[config.mk]
export PLATFORM = sky130hd
export DESIGN_NAME = texel_format_to_rgb_blend_unit
export DESIGN_NICKNAME = d
export VERILOG_FILES = /design/src/rtl/core/tfrgb_pkg.sv /design/src/rtl/core/texel_format_to_rgb_blend_unit.sv /design/src/rtl/core/tfrgb_decode.sv /design/src/rtl/core/tfrgb_blend.sv
export SDC_FILE = /design/constraint.sdc
export NUM_CORES = 1
export LEC_CHECK = 0
export ABC_AREA = 1
export BUFFER_PORTS_ARGS = -buffer_cell sky130_fd_sc_hd__buf_2
export CAP_MARGIN = 25
export CELL_PAD_IN_SITES_DETAIL_PLACEMENT = 0
export CELL_PAD_IN_SITES_GLOBAL_PLACEMENT = 1
export CORE_MARGIN = 2
export CORE_UTILIZATION = 43
export DETAILED_ROUTE_END_ITERATION = 6
export GPL_ROUTABILITY_DRIVEN = 0
export PLACE_DENSITY = 0.79
export REMOVE_ABC_BUFFERS = 1
export SLEW_MARGIN = 20
export SYNTH_ARGS = -nofsm -noshare
export SYNTH_HDL_FRONTEND = slang
export SYNTH_HIERARCHICAL = 1
export SYNTH_SLANG_ARGS = --single-unit
[constraint.sdc]
create_clock -name i_clk -period 6.43 [get_ports i_clk]
set_input_delay 0.9645 -clock i_clk [delete_from_list [all_inputs] [get_ports i_clk]]
set_output_delay 0.9645 -clock i_clk [all_outputs]
set_load 0.02 [all_outputs]
[src/rtl/core/tfrgb_pkg.sv]
// Shared types, format codes and arithmetic helpers for the texel-to-RGB blend unit.
// No dependencies; imported by every module of the block.
package tfrgb_pkg;

    // Texel format register codes.
    localparam logic [2:0] FMT_IA8      = 3'd0;
    localparam logic [2:0] FMT_IA16     = 3'd1;
    localparam logic [2:0] FMT_I8       = 3'd2;
    localparam logic [2:0] FMT_RGBA5551 = 3'd3;
    localparam logic [2:0] FMT_RGBA32   = 3'd4;

    // Fixed magenta backdrop.
    localparam logic [7:0] BACK_RED   = 8'd255;
    localparam logic [7:0] BACK_GREEN = 8'd0;
    localparam logic [7:0] BACK_BLUE  = 8'd255;

    // Decoded texel that travels from the decode stage to the blend stages.
    typedef struct packed {
        logic [7:0] red;
        logic [7:0] green;
        logic [7:0] blue;
        logic [7:0] alpha;
        logic       blend;
    } t_texel;

    // A 5-bit channel scaled to 8 bits as floor(c * 255 / 31).
    localparam logic [7:0] SCALE5 [32] = '{
        8'd0,   8'd8,   8'd16,  8'd24,  8'd32,  8'd41,  8'd49,  8'd57,
        8'd65,  8'd74,  8'd82,  8'd90,  8'd98,  8'd106, 8'd115, 8'd123,
        8'd131, 8'd139, 8'd148, 8'd156, 8'd164, 8'd172, 8'd180, 8'd189,
        8'd197, 8'd205, 8'd213, 8'd222, 8'd230, 8'd238, 8'd246, 8'd255
    };

    // Weighted sum c*a + back*(255-a); it never exceeds 255*255.
    function automatic logic [15:0] blend_sum(input logic [7:0] c, input logic [7:0] a,
                                              input logic [7:0] back);
        logic [7:0] inv_a;
        inv_a = 8'd255 - a;
        return (16'(c) * 16'(a)) + (16'(back) * 16'(inv_a));
    endfunction

    // Exact floor(x / 255) for x up to 255*255, by reciprocal with correction.
    function automatic logic [7:0] div255(input logic [15:0] x);
        logic [16:0] t;
        t = 17'(x) + 17'(x[15:8]) + 17'd1;
        return t[15:8];
    endfunction

endpackage

[src/rtl/core/texel_format_to_rgb_blend_unit.sv]
// Top level of the texel-to-RGB blend unit: format register and the three-stage pipeline.
// Depends on tfrgb_pkg, tfrgb_decode and tfrgb_blend.
//
// Usage:
//   Input: drive i_texel_bits and raise i_start for one cycle per texel. A transaction
//   is accepted at each rising edge with i_start high and o_busy low. o_busy is always
//   low, so a texel can be accepted on every clock.
//   Output: each transaction yields one RGB result on o_red, o_green and o_blue, marked
//   by o_valid for exactly one cycle. The receiver cannot stall; it must take every
//   result in the cycle it appears.
//   Pipeline: each accepted texel passes through the decode, multiply and divide by
//   255 registers in that order. Throughput: one texel per clock, as every stage is
//   fully pipelined and the pipeline never stalls.
//   Configuration: i_cfg_we writes the low 3 bits of i_cfg_wdata into the format
//   register (0 IA8, 1 IA16, 2 I8, 3 RGBA5551, 4 RGBA32; other codes give the bare
//   magenta backdrop). Change it only when no transaction is in flight.
//   Reset: i_rst_n is synchronous, active low; it clears the pipeline valid bits and
//   sets the format to IA8. Texels in flight at reset are dropped.
module texel_format_to_rgb_blend_unit (
    input  logic        i_clk,
    input  logic        i_rst_n,
    input  logic        i_start,
    output logic        o_busy,
    input  logic [31:0] i_texel_bits,
    input  logic        i_cfg_we,
    input  logic [2:0]  i_cfg_wdata,
    output logic        o_valid,
    output logic [7:0]  o_red,
    output logic [7:0]  o_green,
    output logic [7:0]  o_blue
);
    import tfrgb_pkg::*;

    logic [2:0] r_format;
    logic       accept;
    logic       dec_valid;
    t_texel     dec_texel;
    logic       sum_valid;

    // The pipeline never stalls, so it is never busy.
    assign o_busy = 1'b0;
    assign accept = i_start & ~o_busy;

    // Format register.
    always_ff @(posedge i_clk) begin
        if (!i_rst_n) begin
            r_format <= FMT_IA8;
        end else if (i_cfg_we) begin
            r_format <= i_cfg_wdata;
        end
    end

    // Stage one: decode.
    tfrgb_decode u_decode (
        .i_clk        (i_clk),
        .i_rst_n      (i_rst_n),
        .i_valid      (accept),
        .i_format     (r_format),
        .i_texel_bits (i_texel_bits),
        .o_valid      (dec_valid),
        .o_texel      (dec_texel)
    );

    // Stages two and three: blend and divide.
    tfrgb_blend u_blend (
        .i_clk       (i_clk),
        .i_rst_n     (i_rst_n),
        .i_valid     (dec_valid),
        .i_texel     (dec_texel),
        .o_sum_valid (sum_valid),
        .o_valid     (o_valid),
        .o_red       (o_red),
        .o_green     (o_green),
        .o_blue      (o_blue)
    );

    // Every accepted transaction produces a result from the divide stage.
    a_accept_to_result: assert property (@(posedge i_clk) disable iff (!i_rst_n)
        accept |-> ##3 o_valid)
        else $error("accepted transaction produced no result");

    // No result appears without an earlier accepted transaction.
    a_result_has_source: assert property (@(posedge i_clk) disable iff (!i_rst_n)
        o_valid |-> $past(accept, 3))
        else $error("result without an accepted transaction");

    // Decode valid moves into the multiply stage on the next edge.
    a_decode_to_sum: assert property (@(posedge i_clk) disable iff (!i_rst_n)
        dec_valid |=> sum_valid)
        else $error("decoded texel lost before the multiply stage");

    // An unsupported format always yields the bare backdrop.
    a_backdrop: assert property (@(posedge i_clk) disable iff (!i_rst_n)
        (accept && r_format != FMT_IA8 && r_format != FMT_IA16 && r_format != FMT_I8
         && r_format != FMT_RGBA5551 && r_format != FMT_RGBA32 && !i_cfg_we)
        |-> ##3 (o_red == BACK_RED && o_green == BACK_GREEN && o_blue == BACK_BLUE))
        else $error("unsupported format did not give the backdrop");

endmodule

[src/rtl/core/tfrgb_decode.sv]
// First pipeline stage: unpacks a raw texel into red, green, blue and alpha bytes.
// Depends on tfrgb_pkg for the format codes, the 5-bit scale table and t_texel.
module tfrgb_decode (
    input  logic                  i_clk,
    input  logic                  i_rst_n,
    input  logic                  i_valid,
    input  logic [2:0]            i_format,
    input  logic [31:0]           i_texel_bits,
    output logic                  o_valid,
    output tfrgb_pkg::t_texel     o_texel
);
    import tfrgb_pkg::*;

    logic   r_valid;
    t_texel r_texel;
    t_texel n_texel;

    // Decode the texel under the configured format.
    always_comb begin
        n_texel.red   = BACK_RED;
        n_texel.green = BACK_GREEN;
        n_texel.blue  = BACK_BLUE;
        n_texel.alpha = 8'd0;
        n_texel.blend = 1'b0;
        case (i_format)
            FMT_IA8: begin
                // Multiplying a nibble by 17 replicates it into both halves.
                n_texel.red   = {i_texel_bits[7:4], i_texel_bits[7:4]};
                n_texel.green = {i_texel_bits[7:4], i_texel_bits[7:4]};
                n_texel.blue  = {i_texel_bits[7:4], i_texel_bits[7:4]};
                n_texel.alpha = {i_texel_bits[3:0], i_texel_bits[3:0]};
                n_texel.blend = 1'b1;
            end
            FMT_IA16: begin
                n_texel.red   = i_texel_bits[15:8];
                n_texel.green = i_texel_bits[15:8];
                n_texel.blue  = i_texel_bits[15:8];
                n_texel.alpha = i_texel_bits[7:0];
                n_texel.blend = 1'b1;
            end
            FMT_I8: begin
                n_texel.red   = i_texel_bits[7:0];
                n_texel.green = i_texel_bits[7:0];
                n_texel.blue  = i_texel_bits[7:0];
            end
            FMT_RGBA5551: begin
                n_texel.red   = SCALE5[i_texel_bits[15:11]];
                n_texel.green = SCALE5[i_texel_bits[10:6]];
                n_texel.blue  = SCALE5[i_texel_bits[5:1]];
                n_texel.alpha = {8{i_texel_bits[0]}};
                n_texel.blend = 1'b1;
            end
            FMT_RGBA32: begin
                n_texel.red   = i_texel_bits[31:24];
                n_texel.green = i_texel_bits[23:16];
                n_texel.blue  = i_texel_bits[15:8];
                n_texel.alpha = i_texel_bits[7:0];
                n_texel.blend = 1'b1;
            end
            default: begin
                // Unsupported formats give the bare backdrop.
                n_texel.blend = 1'b0;
            end
        endcase
    end

    // Stage register; only the valid bit needs reset.
    always_ff @(posedge i_clk) begin
        if (!i_rst_n) begin
            r_valid <= 1'b0;
        end else begin
            r_valid <= i_valid;
        end
    end

    always_ff @(posedge i_clk) begin
        r_texel <= n_texel;
    end

    assign o_valid = r_valid;
    assign o_texel = r_texel;

endmodule

[src/rtl/core/tfrgb_blend.sv]
// Second and third pipeline stages: weighted sums onto the backdrop, then division by 255.
// Depends on tfrgb_pkg for t_texel, the backdrop constants, blend_sum and div255.
module tfrgb_blend (
    input  logic                  i_clk,
    input  logic                  i_rst_n,
    input  logic                  i_valid,
    input  tfrgb_pkg::t_texel     i_texel,
    output logic                  o_sum_valid,
    output logic                  o_valid,
    output logic [7:0]            o_red,
    output logic [7:0]            o_green,
    output logic [7:0]            o_blue
);
    import tfrgb_pkg::*;

    logic        r_sum_valid;
    logic        r_sum_blend;
    logic [15:0] r_sum_red;
    logic [15:0] r_sum_green;
    logic [15:0] r_sum_blue;
    logic [15:0] n_sum_red;
    logic [15:0] n_sum_green;
    logic [15:0] n_sum_blue;

    logic        r_valid;
    logic [7:0]  r_red;
    logic [7:0]  r_green;
    logic [7:0]  r_blue;
    logic [7:0]  n_red;
    logic [7:0]  n_green;
    logic [7:0]  n_blue;

    // Multiply stage: unblended channels pass through in the low byte.
    always_comb begin
        if (i_texel.blend) begin
            n_sum_red   = blend_sum(i_texel.red,   i_texel.alpha, BACK_RED);
            n_sum_green = blend_sum(i_texel.green, i_texel.alpha, BACK_GREEN);
            n_sum_blue  = blend_sum(i_texel.blue,  i_texel.alpha, BACK_BLUE);
        end else begin
            n_sum_red   = 16'(i_texel.red);
            n_sum_green = 16'(i_texel.green);
            n_sum_blue  = 16'(i_texel.blue);
        end
    end

    // Divide stage: truncating division by 255 for blended texels.
    always_comb begin
        if (r_sum_blend) begin
            n_red   = div255(r_sum_red);
            n_green = div255(r_sum_green);
            n_blue  = div255(r_sum_blue);
        end else begin
            n_red   = r_sum_red[7:0];
            n_green = r_sum_green[7:0];
            n_blue  = r_sum_blue[7:0];
        end
    end

    // Valid bits for both stages.
    always_ff @(posedge i_clk) begin
        if (!i_rst_n) begin
            r_sum_valid <= 1'b0;
            r_valid     <= 1'b0;
        end else begin
            r_sum_valid <= i_valid;
            r_valid     <= r_sum_valid;
        end
    end

    // Payload registers for both stages.
    always_ff @(posedge i_clk) begin
        r_sum_blend <= i_texel.blend;
        r_sum_red   <= n_sum_red;
        r_sum_green <= n_sum_green;
        r_sum_blue  <= n_sum_blue;
        r_red       <= n_red;
        r_green     <= n_green;
        r_blue      <= n_blue;
    end

    assign o_sum_valid = r_sum_valid;
    assign o_valid     = r_valid;
    assign o_red       = r_red;
    assign o_green     = r_green;
    assign o_blue      = r_blue;

endmodule
Word level (Yosys, flattened, before mapping). Memories as Yosys holds them, arrays and structs flattened. Cells that the tools add are included.

Output and inout bits: 26. Word-level logic and storage cells: 63. Input port bits: 39. Memories kept: 3. Latch bits: 0. Register bits after elaboration: 112. Memory bits (writable): 0. ROM bits: 768.

Memory list: (no name shown) (words 32, width 8, rd ports 1, clocked after memory_dff 0, wr ports 0, line tfrgb_decode.sv:47) `n_texel.red = SCALE5[i_texel_bits[15:11]];`; (no name shown) (words 32, width 8, rd ports 1, clocked after memory_dff 0, wr ports 0, line tfrgb_decode.sv:48) `n_texel.green = SCALE5[i_texel_bits[10:6]];`; (no name shown) (words 32, width 8, rd ports 1, clocked after memory_dff 0, wr ports 0, line tfrgb_decode.sv:49) `n_texel.blue = SCALE5[i_texel_bits[5:1]];`.

Bitwise gates (word level): 3. Magnitude comparators: 3. $add $sub $neg: 9. Equality and inequality tests: 4. Reductions and logical operators: 3. Shifts and indexed selects: 0. Multiplexer cells: 15. Divide/modulo/power cells: 0. Multipliers: 4.

Operators by type and width (count): 24-bit one-hot mux with 5 select lines (1); 8-bit two-way mux (12); 16-bit by 1-bit adder with 16-bit output (second input constant) (3); 16-bit by 8-bit adder with 16-bit output (3); 8-bit by 8-bit multiplier with 16-bit output (3); 16-bit adder (2); 8-bit one-hot mux with 3 select lines (1); 6-bit greater-or-equal comparator (second input constant) (3); 5-bit NOT with 6-bit output (3); 8-bit by 8-bit multiplier with 16-bit output (first input constant) (1); 8-bit subtractor (first input constant) (1); 3-bit by 2-bit equality test with 1-bit output (second input constant) (2); 4-bit OR reduction (1); 3-bit by 1-bit equality test with 1-bit output (second input constant) (1); 3-bit equality test (second input constant) (1); 3-bit zero test (1); 2-bit OR reduction (1); 1-bit two-way mux (1).

Depth between registers and ports, before layout.
Depth after elaboration: 5. Depth in mapped cells: 33. Gate-level depth less buffers: 31.

By module. Netlist, hierarchy kept.

Modules (own cells, without submodules): tfrgb_blend (area each 12022.8 um^2, cells an instance 1639, sequential area each 1501.4 um^2, instances 1); tfrgb_decode (area each 1716.6 um^2, cells an instance 269, sequential area each 680.7 um^2, instances 1); texel_format_to_rgb_blend_unit (area each 127.6 um^2, cells an instance 20, sequential area each 60.1 um^2, instances 1).

Worst setup path after synthesis. Ideal clock, no wire load.

Path kind: register -> register. From: reg u_decode.r_texel, in the netlist u_decode/o_texel[5]. To: reg u_blend.r_sum_red[11]. Setup time: 0.070 ns. Period minus slack after synthesis: 7.099 ns. Path buffers: 2. Arrival time: 7.029 ns. Cell stages (with the launch flop): 28. Setup slack: -0.669 ns. Required time: 6.360 ns. Cells stage by stage: dfxtp_1 clkbuf_1 clkbuf_1 inv_1 fa_1 inv_1 fa_1 fa_1 fa_1 inv_1 ha_1 a21oi_1 nand2_1 xnor2_1 fa_1 fa_1 inv_1 fa_1 inv_1 fa_1 inv_1 ha_1 nand2_1 nor3_1 a21oi_1 o21bai_1 o21ai_0 a21oi_1.

Longest elaborated chain between the ends: 3. Elaborated cells on any way between the ends: 4. Classes of those cells: add/sub: 2; mul: 2.

Ends and longest elaborated chain: start, declared (line tfrgb_decode.sv:15) `t_texel r_texel;`; start signal, assigned (line tfrgb_decode.sv:77) `r_texel <= n_texel;`; 8-bit subtractor; 8-bit by 8-bit multiplier with 16-bit output (line tfrgb_pkg.sv:39) `return (16'(c) * 16'(a)) + (16'(back) * 16'(inv_a));`; 16-bit adder (*) (line tfrgb_pkg.sv:39); end signal, assigned (line tfrgb_blend.sv:73) `r_sum_red <= n_sum_red;`; end, declared (line tfrgb_blend.sv:18) `logic [15:0] r_sum_red;`.

Mark *: on every way between the ends. The rest lies on a longest branch, timed or not. A chain may end at the register's enable or synchronous reset.

Final worst setup path.
From: reg u_decode.r_texel, in the netlist u_decode/o_texel[3]. To: reg u_blend.r_sum_blue[13].

Longest elaborated chain between the ends: 3. Elaborated cells on any way between the ends: 4. Classes of those cells: add/sub: 2; mul: 2.

Ends and longest elaborated chain: 8-bit subtractor; 8-bit by 8-bit multiplier with 16-bit output (line tfrgb_pkg.sv:39); 16-bit adder (*) (line tfrgb_pkg.sv:39); end signal, assigned (line tfrgb_blend.sv:75) `r_sum_blue <= n_sum_blue;`; end, declared (line tfrgb_blend.sv:20) `logic [15:0] r_sum_blue;`.

Marks and branches as above.

==> flow_metrics.py <==
metrics = {
    "run_status": {
        "status": "completed",
    },
    "timing": {
        "skew_ps": 13.0,
        "fmax_ghz": 0.156,
        "worst_pin_slew_ps": 820,
        "drv_slew": 0,
        "period_share_pct": 99.5,
        "relSlewSlack_pct": 45.3,
        "layout_setup_ws_ps": 34.5,
        "fin_crit_ps": 6400,
        "rsz0062_at_grt": "yes",
        "setup_viol": 0,
        "hold_viol": 0,
    },
    "clock_network": {
        "cts_tree": "built",
        "clk_pin_slew_ps": 80,
        "ctsRootBufferMaster": "clkbuf_16",
        "holdBufCountCts": 0,
        "worstSkewPairLatency_ps": 380,
        "clk_path_buf_depth": 2,
        "cts_max_level": 3,
        "cts_sinks": 112,
        "cts_buffers": 9,
    },
    "die": {
        "die_w_microns": 184,
        "io-pin-count": 65,
        "start_util_pct": 43.8,
        "std_cell_rows": 65,
        "core_sq_mm": 0.0316,
        "die_h_microns": 184,
        "dieArea_sq_mm": 0.0337,
    },
    "yosys": {
        "async_flop_share_pct": 0,
        "ys_seq_elements": 112,
        "synth_cells": 1928,
        "synth_edf_count": 0,
        "avgSynthCellArea_sq_um": 7.19,
        "yosysUniqueCellTypes": 47,
        "synth_top_area_cell": "fa_1",
        "syn_area_sq_mm": 0.0139,
        "ys_seq_area_share_pct": 16.2,
        "synth_top_area_share_pct": 23.2,
        "synthFlopType": "dfxtp_1",
        "synth.area.top_cells": "fa_1 23%, dfxtp_1 16%, ha_1 14%",
        "synth_warnings": 6,
    },
    "grt": {
        "grt_pass1_wl_microns": 59700,
        "antenna_found_initial": 0,
        "grt_overflow": 0,
        "grt_max_degree": 42,
        "grtUsageMet3_pct": 2.69,
        "grt_util_met2_pct": 38.6,
        "grt_pass1_vias": 12210,
        "grt_use_total_pct": 22.3,
        "globalRoute.busiestLayer": "met2",
        "met1_usage_pct": 28.6,
    },
    "placed_design": {
        "place_ws_ps": -398,
        "hpwl_microns": 28500,
        "io_buffers": 63,
    },
    "drt": {
        "drtAntennaViolNets": 0,
        "drtIter0Drc": 673,
        "wl_per_cell_microns": 14.6,
        "wirelength_microns": 35600,
        "viasPerCell": 4.91,
        "dr.pass1.iters": 7,
        "vias": 11926,
        "drc": 0,
    },
    "critical_path": {
        "worstReg2RegEnd": "u_blend/r_sum_blue[13]",
        "required_ps": 6750,
        "cp-end-kind": "flop",
        "critical-path-max-stage-delay_ps": 560,
        "critPathLaunchType": "flop",
        "r2r_cells": 28,
        "r2r-start": "u_decode/o_texel[3]",
        "worstPathArrival_ps": 6710,
        "timing.critical_path.mode_cell": "fa_1",
        "startpoint": "u_decode/o_texel[3]",
        "cp_max_fo": 4,
        "critPathKind": "flop to flop",
        "rrSetupSlack_ps": 30,
        "cpMaxStageDelayCell": "fa_1",
        "endpoint": "u_blend/r_sum_blue[13]",
    },
    "job": {
        "max_cap_viol_count": 0,
    },
    "cells_and_area": {
        "fillers": 3151,
        "syn_to_final_growth_pct": 14.2,
        "nets": 2381,
        "final_cell_mix": "484 x nand2_1, 437 x inv_1, 157 x fa_1",
        "layout_commonest_cell": "nand2_1",
        "drive_gt1_share_pct": 13.9,
        "diodes": 0,
    },
    "worst_hold_path": {
        "worstHoldPathType": "flop to flop",
    },
}
[stage by stage]
stage	hold WS [ps]	instance area [sq um]	utilization, %	TNS (ps)	cells
after floorplan	386	13600	-	-9250	1866
after global placement	394	15000	47.3	-2870	2405
after detailed placement	401	15000	47.4	-4780	2406
after CTS	415	15400	48.7	0	2423
after global routing	446	15800	50.1	-2060	2430
final	415	15800	50.1	0	2430
[cell usage after synthesis (9+ instances only)]
library cell,count
ha_1,158
nand4_1,9
nand2_1,498
nor3_1,15
o21ai_0,79
fa_1,161
a21oi_1,77
a21o_1,10
dfxtp_1,112
nand3_1,104
clkbuf_1,53
nor2_1,100
inv_1,448
xnor2_1,9
[worst min path at each step]
stage                                 from                  end  slack (ps)  depth (start not counted)
after detailed placement  u_decode/o_valid  u_blend/o_sum_valid         400                          2
after global routing      u_decode/o_valid  u_blend/o_sum_valid         450                          2
after CTS                 u_decode/o_valid  u_blend/o_sum_valid         420                          2
after global placement    u_decode/o_valid  u_blend/o_sum_valid         390                          2
after floorplan           u_decode/o_valid  u_blend/o_sum_valid         390                          2
final                     u_decode/o_valid  u_blend/o_sum_valid         410                          2
[cell type report]
type                    instances  area, sq um  share of cell area [%]
multi-input cells            1300        10100                    63.9
clock inverters                 6         51.3                   0.324
flip-flops and latches        112         2250                    14.2
clock buffers                  10          229                    1.45
inverters                     454         1710                    10.8
repair buffers                146          972                    6.14
well taps                     402          503                    3.18
[kinds of logic after synthesis]
| family | count (synthesis) | share of synthesized area (%) |
|---|---|---|
| AND/OR/NAND/NOR | 754 | 22.4 |
| buffers and inverters | 517 | 14.2 |
| adder cells (fa/ha/maj) | 319 | 37.5 |
| AO/OA/AOI/OAI | 205 | 8.28 |
| flip-flops | 112 | 16.2 |
| XOR/XNOR | 19 | 1.35 |
| other | 2 | 0.0542 |
[layer usage]
metal	part of all wire (%)	vias up	wire [microns]
li1	-	6018	-
met4	3.2	0	1140
met5	0	-	0
met3	4.3	56	1520
met1	45	5589	15900
met2	48	263	17000
[repair_timing]
item	4_1_cts	5_1_grt
resized for setup	25	87
endpoints found under the setup margin	18	18
buffers inserted	1	6
pin swaps	10	41
[flip-flops by register name, indices dropped and copies added (netlist names)]
| register | cells |
|---|---|
| u_decode/o_texel | 33 |
| u_blend/r_sum_blend | 1 |
| u_decode/o_valid | 1 |
| u_blend/o_red | 8 |
| u_blend/r_sum_blue | 16 |
| r_format | 3 |
| u_blend/r_sum_green | 16 |
| u_blend/o_sum_valid | 1 |
| u_blend/o_green | 8 |
| u_blend/r_sum_red | 16 |
| u_blend/o_blue | 8 |
| u_blend/o_valid | 1 |
[worst max-delay path: cells and delay by family, from the launching register on]
| family | cells | cell delay, ps |
|---|---|---|
| flip-flops | 1 | 390 |
| buffers and inverters | 7 | 460 |
| AO/OA/AOI/OAI | 3 | 330 |
| AND/OR/NAND/NOR | 7 | 600 |
| XOR/XNOR | 1 | 150 |
| adder cells (fa/ha/maj) | 10 | 4400 |
Power is not shown: default switching activity piles up to over one toggle a cycle in this logic, so the estimate is an artifact.
